$ cat src/rtl/core/recent_id_mru_list_top_macros.svh
// Assertion macros for the recent identifier list.
// Included by the top level; depends on nothing else.
`ifndef RECENT_ID_MRU_LIST_TOP_MACROS_SVH
`define RECENT_ID_MRU_LIST_TOP_MACROS_SVH

// Same-cycle implication, checked on every rising clock edge out of reset.
`define RIM_ASSERT_NOW(label, clk, rst_n, cond, expr, msg) \
    label: assert property (@(posedge clk) disable iff (!rst_n) (cond) |-> (expr)) \
        else $error(msg);

// Next-cycle implication, checked on every rising clock edge out of reset.
`define RIM_ASSERT_NEXT(label, clk, rst_n, cond, expr, msg) \
    label: assert property (@(posedge clk) disable iff (!rst_n) (cond) |=> (expr)) \
        else $error(msg);

`endif

$ cat src/rtl/core/rim_pkg.sv
// Shared constants, types and helper functions for the recent identifier list.
// Used by every module of the block but rim_ram; depends on nothing.
package rim_pkg;

    localparam int LIST_DEPTH = 12;
    localparam int ID_BYTES   = 16;
    localparam int ID_CHARS   = ID_BYTES - 1;
    localparam int ID_BITS    = 8 * ID_CHARS;
    localparam int HEAD_W     = 64;
    localparam int TAIL_W     = ID_BITS - HEAD_W;
    localparam int ADDR_W     = $clog2(LIST_DEPTH);
    localparam int CNT_W      = 4;
    localparam int IDX_W      = 4;

    localparam logic [7:0] CH_UPPER_A = 8'h41;
    localparam logic [7:0] CH_UPPER_Z = 8'h5A;
    localparam logic [7:0] CH_LOWER_A = 8'h61;
    localparam logic [7:0] CH_LOWER_Z = 8'h7A;
    localparam logic [7:0] CH_DIGIT_0 = 8'h30;
    localparam logic [7:0] CH_DIGIT_9 = 8'h39;

    typedef enum logic {
        OP_TOUCH = 1'b0,
        OP_READ  = 1'b1
    } op_t;

    typedef enum logic [1:0] {
        STAT_OK     = 2'd0,
        STAT_BAD_ID = 2'd1,
        STAT_RANGE  = 2'd2
    } status_t;

    typedef enum logic [2:0] {
        S_IDLE,
        S_CHECK,
        S_WALK,
        S_APPEND,
        S_FETCH
    } state_t;

    typedef struct packed {
        logic               valid;
        logic [ID_BITS-1:0] canon;
    } id_chk_t;

    typedef struct packed {
        logic               we;
        logic [ADDR_W-1:0]  waddr;
        logic [ID_BITS-1:0] wdata;
        logic [ADDR_W-1:0]  raddr;
    } ram_req_t;

    function automatic logic is_alnum(input logic [7:0] c);
        return ((c >= CH_UPPER_A) && (c <= CH_UPPER_Z)) ||
               ((c >= CH_LOWER_A) && (c <= CH_LOWER_Z)) ||
               ((c >= CH_DIGIT_0) && (c <= CH_DIGIT_9));
    endfunction

endpackage

$ cat src/rtl/core/rim_ram.sv
// Generic single-write, single-read RAM with a registered read port.
// Self-contained; no package dependency.
module rim_ram #(
    parameter int WIDTH = 8,
    parameter int DEPTH = 4
) (
    input  logic                                  clk,
    input  logic                                  we,
    input  logic [((DEPTH > 1) ? $clog2(DEPTH) : 1)-1:0] waddr,
    input  logic [WIDTH-1:0]                      wdata,
    input  logic [((DEPTH > 1) ? $clog2(DEPTH) : 1)-1:0] raddr,
    output logic [WIDTH-1:0]                      rdata
);

    logic [WIDTH-1:0] mem [DEPTH];

    always_ff @(posedge clk)
    begin
        if (we)
        begin
            mem[waddr] <= wdata;
        end
        rdata <= mem[raddr];
    end

endmodule

$ cat src/rtl/core/rim_id_check.sv
// Identifier checker: validates an identifier and clears bytes after its terminator.
// Depends on rim_pkg.
module rim_id_check (
    input  logic [rim_pkg::ID_BITS-1:0] id,
    output rim_pkg::id_chk_t            chk
);

    logic [rim_pkg::ID_CHARS-1:0] zero_byte;
    logic [rim_pkg::ID_CHARS-1:0] live;
    logic [rim_pkg::ID_CHARS-1:0] bad_byte;
    logic [rim_pkg::ID_BITS-1:0]  canon;

    always_comb
    begin
        logic [7:0]                   b;
        logic [rim_pkg::ID_CHARS-1:0] below;
        zero_byte = '0;
        live      = '0;
        bad_byte  = '0;
        canon     = '0;
        for (int k = 0; k < rim_pkg::ID_CHARS; k++)
        begin
            zero_byte[k] = (id[rim_pkg::ID_BITS-1-8*k -: 8] == 8'h00);
        end
        for (int k = 0; k < rim_pkg::ID_CHARS; k++)
        begin
            b     = id[rim_pkg::ID_BITS-1-8*k -: 8];
            below = (rim_pkg::ID_CHARS'(1) << k) - rim_pkg::ID_CHARS'(1);
            live[k]     = ~|(zero_byte & below);
            bad_byte[k] = live[k] && !zero_byte[k] && !rim_pkg::is_alnum(b);
            canon[rim_pkg::ID_BITS-1-8*k -: 8] = live[k] ? b : 8'h00;
        end
    end

    assign chk.valid = !zero_byte[0] && !(|bad_byte);
    assign chk.canon = canon;

endmodule

$ cat src/rtl/core/rim_ctrl.sv
// Sequencer of the recent identifier list: walks the stored entries through one
// shared identifier comparator. Depends on rim_pkg.
module rim_ctrl (
    input  logic                        clk,
    input  logic                        rst_n,
    input  logic                        start,
    output logic                        busy,
    input  logic                        opcode,
    input  logic [rim_pkg::ID_BITS-1:0] id,
    input  logic [rim_pkg::IDX_W-1:0]   read_index,
    output logic [rim_pkg::ID_BITS-1:0] check_id,
    input  rim_pkg::id_chk_t            chk,
    output rim_pkg::ram_req_t           ram_req,
    input  logic [rim_pkg::ID_BITS-1:0] rd_data,
    output logic                        done,
    output logic [1:0]                  status,
    output logic [rim_pkg::CNT_W-1:0]   entry_count,
    output logic [rim_pkg::ID_BITS-1:0] entry_id
);

    rim_pkg::state_t             state_reg, state_next;
    logic [rim_pkg::CNT_W-1:0]   count_reg, count_next;
    logic                        done_reg, done_next;
    rim_pkg::op_t                op_reg, op_next;
    logic [rim_pkg::ID_BITS-1:0] key_reg, key_next;
    logic [rim_pkg::ID_BITS-1:0] carry_reg, carry_next;
    logic [rim_pkg::IDX_W-1:0]   idx_reg, idx_next;
    logic [rim_pkg::ADDR_W-1:0]  pos_reg, pos_next;
    rim_pkg::status_t            status_reg, status_next;
    logic [rim_pkg::CNT_W-1:0]   ocount_reg, ocount_next;
    logic [rim_pkg::ID_BITS-1:0] oid_reg, oid_next;

    logic match;
    logic last;
    logic full;
    logic in_range;

    assign match    = (rd_data == key_reg);
    assign last     = (pos_reg == rim_pkg::ADDR_W'(count_reg - rim_pkg::CNT_W'(1)));
    assign full     = (count_reg == rim_pkg::CNT_W'(rim_pkg::LIST_DEPTH));
    assign in_range = (rim_pkg::CNT_W'(idx_reg) < count_reg);
    assign check_id = key_reg;

    always_comb
    begin
        state_next = state_reg;
        unique case (state_reg)
            rim_pkg::S_IDLE:
            begin
                if (start)
                begin
                    state_next = rim_pkg::S_CHECK;
                end
            end
            rim_pkg::S_CHECK:
            begin
                if (op_reg == rim_pkg::OP_READ)
                begin
                    state_next = in_range ? rim_pkg::S_FETCH : rim_pkg::S_IDLE;
                end
                else if (!chk.valid)
                begin
                    state_next = rim_pkg::S_IDLE;
                end
                else if (count_reg == '0)
                begin
                    state_next = rim_pkg::S_APPEND;
                end
                else
                begin
                    state_next = rim_pkg::S_WALK;
                end
            end
            rim_pkg::S_WALK:
            begin
                if (match)
                begin
                    state_next = rim_pkg::S_IDLE;
                end
                else if (last)
                begin
                    state_next = full ? rim_pkg::S_IDLE : rim_pkg::S_APPEND;
                end
            end
            rim_pkg::S_APPEND:
            begin
                state_next = rim_pkg::S_IDLE;
            end
            rim_pkg::S_FETCH:
            begin
                state_next = rim_pkg::S_IDLE;
            end
            default:
            begin
                state_next = rim_pkg::S_IDLE;
            end
        endcase
    end

    always_comb
    begin
        count_next  = count_reg;
        done_next   = 1'b0;
        op_next     = op_reg;
        key_next    = key_reg;
        carry_next  = carry_reg;
        idx_next    = idx_reg;
        pos_next    = pos_reg;
        status_next = status_reg;
        ocount_next = ocount_reg;
        oid_next    = oid_reg;
        busy        = (state_reg != rim_pkg::S_IDLE);
        ram_req     = '0;
        unique case (state_reg)
            rim_pkg::S_IDLE:
            begin
                if (start)
                begin
                    op_next  = rim_pkg::op_t'(opcode);
                    key_next = id;
                    idx_next = read_index;
                end
            end
            rim_pkg::S_CHECK:
            begin
                if (op_reg == rim_pkg::OP_READ)
                begin
                    ram_req.raddr = rim_pkg::ADDR_W'(idx_reg);
                    if (!in_range)
                    begin
                        done_next   = 1'b1;
                        status_next = rim_pkg::STAT_RANGE;
                        ocount_next = count_reg;
                        oid_next    = '0;
                    end
                end
                else if (!chk.valid)
                begin
                    done_next   = 1'b1;
                    status_next = rim_pkg::STAT_BAD_ID;
                    ocount_next = count_reg;
                    oid_next    = '0;
                end
                else
                begin
                    key_next   = chk.canon;
                    carry_next = chk.canon;
                    pos_next   = '0;
                end
            end
            rim_pkg::S_WALK:
            begin
                ram_req.we    = 1'b1;
                ram_req.waddr = pos_reg;
                ram_req.wdata = carry_reg;
                ram_req.raddr = last ? pos_reg : pos_reg + rim_pkg::ADDR_W'(1);
                carry_next    = rd_data;
                pos_next      = pos_reg + rim_pkg::ADDR_W'(1);
                if (match || (last && full))
                begin
                    done_next   = 1'b1;
                    status_next = rim_pkg::STAT_OK;
                    ocount_next = count_reg;
                    oid_next    = '0;
                end
            end
            rim_pkg::S_APPEND:
            begin
                ram_req.we    = 1'b1;
                ram_req.waddr = pos_reg;
                ram_req.wdata = carry_reg;
                count_next    = count_reg + rim_pkg::CNT_W'(1);
                done_next     = 1'b1;
                status_next   = rim_pkg::STAT_OK;
                ocount_next   = count_reg + rim_pkg::CNT_W'(1);
                oid_next      = '0;
            end
            rim_pkg::S_FETCH:
            begin
                done_next   = 1'b1;
                status_next = rim_pkg::STAT_OK;
                ocount_next = count_reg;
                oid_next    = rd_data;
            end
            default:
            begin
                busy = 1'b1;
            end
        endcase
    end

    always_ff @(posedge clk or negedge rst_n)
    begin
        if (!rst_n)
        begin
            state_reg <= rim_pkg::S_IDLE;
            count_reg <= '0;
            done_reg  <= 1'b0;
        end
        else
        begin
            state_reg <= state_next;
            count_reg <= count_next;
            done_reg  <= done_next;
        end
    end

    always_ff @(posedge clk)
    begin
        op_reg     <= op_next;
        key_reg    <= key_next;
        carry_reg  <= carry_next;
        idx_reg    <= idx_next;
        pos_reg    <= pos_next;
        status_reg <= status_next;
        ocount_reg <= ocount_next;
        oid_reg    <= oid_next;
    end

    assign done        = done_reg;
    assign status      = status_reg;
    assign entry_count = ocount_reg;
    assign entry_id    = oid_reg;

endmodule

$ cat src/rtl/core/recent_id_mru_list_top.sv
// Top level of the recent identifier list: sequencer, identifier checker and list RAM.
// Depends on rim_pkg, rim_ram, rim_id_check, rim_ctrl and the assertion macro header.
//
// Keeps a move-to-front list of up to twelve identifiers of at most 15 bytes.
// An item is accepted at a rising edge where start is high and busy is low;
// opcode selects a touch (move an identifier to the front) or a read of the
// entry at read_index. Each item gives one result, shown for one cycle with
// done high, carrying status, the entry count after the item and, for a good
// read, the entry bytes. The receiver cannot stall, so results are never held.
// A bad identifier and an out-of-range read are answered from the check state,
// a good read from the fetch state after it. A touch walks the list through
// one identifier comparator, one entry per cycle, until it finds the old copy
// or the end of the list. busy stays high until the result cycle, in which a
// new item may already be accepted. Reset empties the list; the RAM contents
// need no clearing.
`include "recent_id_mru_list_top_macros.svh"

module recent_id_mru_list_top (
    input  logic                       clk,
    input  logic                       rst_n,
    input  logic                       start,
    output logic                       busy,
    input  logic                       opcode,
    input  logic [rim_pkg::HEAD_W-1:0] id_head,
    input  logic [rim_pkg::TAIL_W-1:0] id_tail,
    input  logic [rim_pkg::IDX_W-1:0]  read_index,
    output logic                       done,
    output logic [1:0]                 status,
    output logic [rim_pkg::CNT_W-1:0]  entry_count,
    output logic [rim_pkg::HEAD_W-1:0] entry_head,
    output logic [rim_pkg::TAIL_W-1:0] entry_tail
);

    logic [rim_pkg::ID_BITS-1:0] check_id;
    rim_pkg::id_chk_t            chk;
    rim_pkg::ram_req_t           ram_req;
    logic [rim_pkg::ID_BITS-1:0] rd_data;
    logic [rim_pkg::ID_BITS-1:0] entry_id;

    rim_ram #(
        .WIDTH (rim_pkg::ID_BITS),
        .DEPTH (rim_pkg::LIST_DEPTH)
    ) u_ram (
        .clk   (clk),
        .we    (ram_req.we),
        .waddr (ram_req.waddr),
        .wdata (ram_req.wdata),
        .raddr (ram_req.raddr),
        .rdata (rd_data)
    );

    rim_id_check u_id_check (
        .id  (check_id),
        .chk (chk)
    );

    rim_ctrl u_ctrl (
        .clk         (clk),
        .rst_n       (rst_n),
        .start       (start),
        .busy        (busy),
        .opcode      (opcode),
        .id          ({id_head, id_tail}),
        .read_index  (read_index),
        .check_id    (check_id),
        .chk         (chk),
        .ram_req     (ram_req),
        .rd_data     (rd_data),
        .done        (done),
        .status      (status),
        .entry_count (entry_count),
        .entry_id    (entry_id)
    );

    assign entry_head = entry_id[rim_pkg::ID_BITS-1 -: rim_pkg::HEAD_W];
    assign entry_tail = entry_id[rim_pkg::TAIL_W-1:0];

    `RIM_ASSERT_NOW(a_count_bound, clk, rst_n, done, entry_count <= rim_pkg::CNT_W'(rim_pkg::LIST_DEPTH), "entry count above list depth")
    `RIM_ASSERT_NEXT(a_busy_after_accept, clk, rst_n, start && !busy, busy && !done, "no busy cycle after an accepted item")
    `RIM_ASSERT_NEXT(a_single_result, clk, rst_n, done, !done, "two results in a row")
    `RIM_ASSERT_NOW(a_error_no_data, clk, rst_n, done && (status != 2'(rim_pkg::STAT_OK)), (entry_head == '0) && (entry_tail == '0), "entry data on an error result")

endmodule
$ cat config.mk
export PLATFORM = sky130hd
export DESIGN_NAME = recent_id_mru_list_top
export DESIGN_NICKNAME = d
export VERILOG_FILES = /design/src/rtl/core/rim_pkg.sv /design/src/rtl/core/rim_ram.sv /design/src/rtl/core/rim_id_check.sv /design/src/rtl/core/rim_ctrl.sv /design/src/rtl/core/recent_id_mru_list_top.sv
export VERILOG_INCLUDE_DIRS = /design/src /design/src/rtl/core
export SDC_FILE = /design/constraint.sdc
export NUM_CORES = 2
export LEC_CHECK = 0
export BUFFER_PORTS_ARGS = -buffer_cell sky130_fd_sc_hd__buf_2
export CAP_MARGIN = 25
export CORE_AREA = 10 10 483 485
export CTS_BUF_LIST = sky130_fd_sc_hd__clkbuf_8
export DETAILED_ROUTE_END_ITERATION = 8
export DIE_AREA = 0 0 493 495
export RECOVER_POWER = 25
export SYNTH_ARGS = -nofsm -noshare
export SYNTH_HDL_FRONTEND = slang
export SYNTH_SLANG_ARGS = --single-unit
export TNS_END_PERCENT = 30
$ cat constraint.sdc
create_clock -name clk -period 19.75 [get_ports clk]
set_input_delay 0 -clock clk [delete_from_list [all_inputs] [get_ports clk]]
set_output_delay 0 -clock clk [all_outputs]
set_load 0.02 [all_outputs]
==> impl_metrics.toml <==
[synthesis]
ys_warn_count = 0
synth.area.top_cells = "edfxtp_1 70%, and3_1 4.8%, a211oi_1 4.6%, o21ai_0 3.7%, dfxtp_1 3.1%"
synth_compound_area_share_pct = 12.6
synthDistinctLibCells = 63
synth_fp_nets = 5737
synthCells = 5603
synth_fa_ha_area_share_pct = 0.0965
ys.flop_type = "edfxtp_1"
syn_area_per_cell_um2 = 13.9
syn_area_um2 = 77800
ys_seq_area_share_pct = 73.4
synth_top_area_cell = "edfxtp_1"
async_flop_share_pct = 0.412
synth_edf_count = 1815
yosys-mux-area-fraction_pct = 0.122
ys_ff_latch = 1943
synth-xor-area-share_pct = 1.41
synthSimpleGateAreaFrac_pct = 10.0
synth_top_family_by_area = "compound AO/OA/AOI/OAI gates"
yosysTopAreaCellShare_pct = 70.0

[drt]
first_pass_iters = 7
routed_wl_mm = 252
num_vias = 52000
viasPerCell = 5.59
drtAntennaViolNets = 0
wire_per_inst_um = 27.1
drc_errors = 0
dr.first_iter.drc_count = 5858

[layout]
syn2layout_area_growth_pct = 16.2
nNetsFinal = 6210
final-seq-area_um2 = 57100
layout_common_cells = "1815 x edfxtp_1, 621 x nand2_1, 591 x and3_1"
largest_register = "u_ram.mem"
multiInputGateArea_um2 = 19000
final_common_cell = "edfxtp_1"
fillCellCount = 20800
layout.cells.non_filler = 9313
largest_register_ffs = 1440
drive_gt1_share_pct = 10.2

[floorplanning]
die-area_um2 = 244000
rows = 174
start_util_pct = 34.8
core_region_area_um2 = 224000
die_w_um = 493
io_pins = 256
die_h_um = 495

[setup_path]
cpMostUsedCell = "buf_4"
worstSetupStartpointType = "flop"
critPathMaxStageDelay_ps = 2110
worst-path-buf-inv = 3
worst-setup-path-type = "reg -> reg"
cp_top_family = "simple AND/OR/NAND/NOR gates"
crit_path_end_kind = "flop"
cp_slowest_cell = "dfrtp_1"
worstPathArrival_ps = 8570
crit_fanout = 69
path_cells = "or3b_1, nor2_1, a32oi_4, buf_4, nand2_4, buf_4, buf_4, a211oi_1, o21ai_0, a22o_1"
crit_required_ps = 20660

[cts]
cts_sinks = 1943
post_cts_buffers = 0
cts.reportedPaths.clkPinSlew_ps = 60
cts.repair.resized = 0
cts_tree = "built"
clk_path_buf_depth = 4
worstSkewPairLatency_ps = 1070
numCtsBuffers = 321
cts_root_buffer = "clkbuf_8"
ctsHtreeMaxLevel = 5
cts_hold_buf = 255

[placement]
dp_cells = 8489
io_buffer_count = 255
dp_hpwl_mm = 143
gp_congestion = 0.945

[power]
p_per_area_nw_per_um2 = 117
power.leakage_nw = 35.5
power.ir.vdd_worst_mv = 0.0780

[sta]
fin_skew_ps = 105
fmax_mhz = 131
slew_viol_final = 556
rsz0062_at_grt = "no"
finalCritPeriodShare_pct = 38.8
setup_viol = 0
hold_viol_final = 0
maxSlewHeadroom_pct = -177
final.setup.tns_ps = 0
tightest_slew_ps = 4160
finalCriticalPeriod_ps = 7660

[global_route]
grt_pass1_vias = 50900
grt-ovfl-total = 0
grt_max_degree = 211
grt_first_pass_wirelength_mm = 361
antenna_found_initial = 15
grt_use_total_pct = 19.8

[flow_run]
max-cap-violations = 10

[min_path]
hold_path.class = "in -> reg"

[run_status]
violations = "max-capacitance violations, max-slew violations"
status = "finished with violations"
cells in the mapped netlist, types with 110 or more instances:
master / number
o21ai_0: 574
a22o_1: 121
a31oi_1: 131
nand2_1: 623
and2_1: 135
dfxtp_1: 120
o22ai_1: 130
and3_1: 592
xnor2_1: 110
clkbuf_1: 414
a211oi_1: 475
edfxtp_1: 1815
metrics by stage:
stage	hold WS (ps)	power [mW]	cell area [um^2]	utilization [%]	worst slack, ps
after floorplan	-296	6.30	77800	-	9690
after global placement	-129	7.30	82100	36.7	14110
after detailed placement	-122	7.32	82100	36.7	14220
after CTS	68.6	10.7	90600	40.5	14170
after global routing	173	11.0	90400	40.4	11780
final	199	10.6	90400	40.4	12090
report_power, final:
group,leakage (nW),switching [mW],internal [mW]
clock network,3.46,1.58,1.74
registers,21.4,0.439,4.85
logic,10.6,1.47,0.542
per-layer routing:
metal	global-route usage, %	vias up	routed length [um]
met5	0	-	30
met1	24.2	26300	97000
met3	3.32	696	16800
li1	-	22600	-
met4	13.6	4	19600
met2	32.0	2448	119000
logic make-up (layout without fill, tap and decap cells):
| family | after synthesis | count (layout) |
|---|---|---|
| buf+inv | 492 | 1201 |
| other cells | 0 | 9 |
| compound gates | 1517 | 1517 |
| mux | 8 | 8 |
| simple gates | 1513 | 1513 |
| flops | 1943 | 1943 |
| xor+xnor | 124 | 124 |
| fa+ha+maj | 6 | 6 |
worst register-to-register path, cell delays in order, from the launching register on:
cell and delay (ps):
dfrtp_1 2110, or3b_1 1510, nor2_1 480, a32oi_4 400
buf_4 580, nand2_4 540, buf_4 580, buf_4 570
a211oi_1 370, o21ai_0 130, a22o_1 270
worst paths after layout:
path | from | end | slack, ps | depth (start not counted)
hold / removal | read_index[1] | u_ctrl.idx_reg[1] | 200 | 3
min in group asynchronous | rst_n | u_ctrl.count_reg[3] | 570 | 4
hold reg to reg | u_ram.rdata[107] | u_ctrl.carry_reg[107] | 550 | 2
max in group asynchronous | rst_n | u_ctrl.state_reg[0] | 18850 | 4
setup / recovery | u_ctrl.state_reg[2] | u_ram.rdata[72] | 12090 | 10
setup reg to reg | u_ctrl.state_reg[2] | u_ram.rdata[72] | 12090 | 10
cell type report:
cell class              count  share of cell area, %
repair buffers            602                   4.96
well taps                2992                   4.14
clock inverters           202                   1.14
multi-input cells        3168                   21.0
inverters                  40                  0.166
clock buffers             357                   5.43
flip-flops and latches   1943                   63.2
diodes                      9                 0.0249
Power figures use the tool's default switching activity.
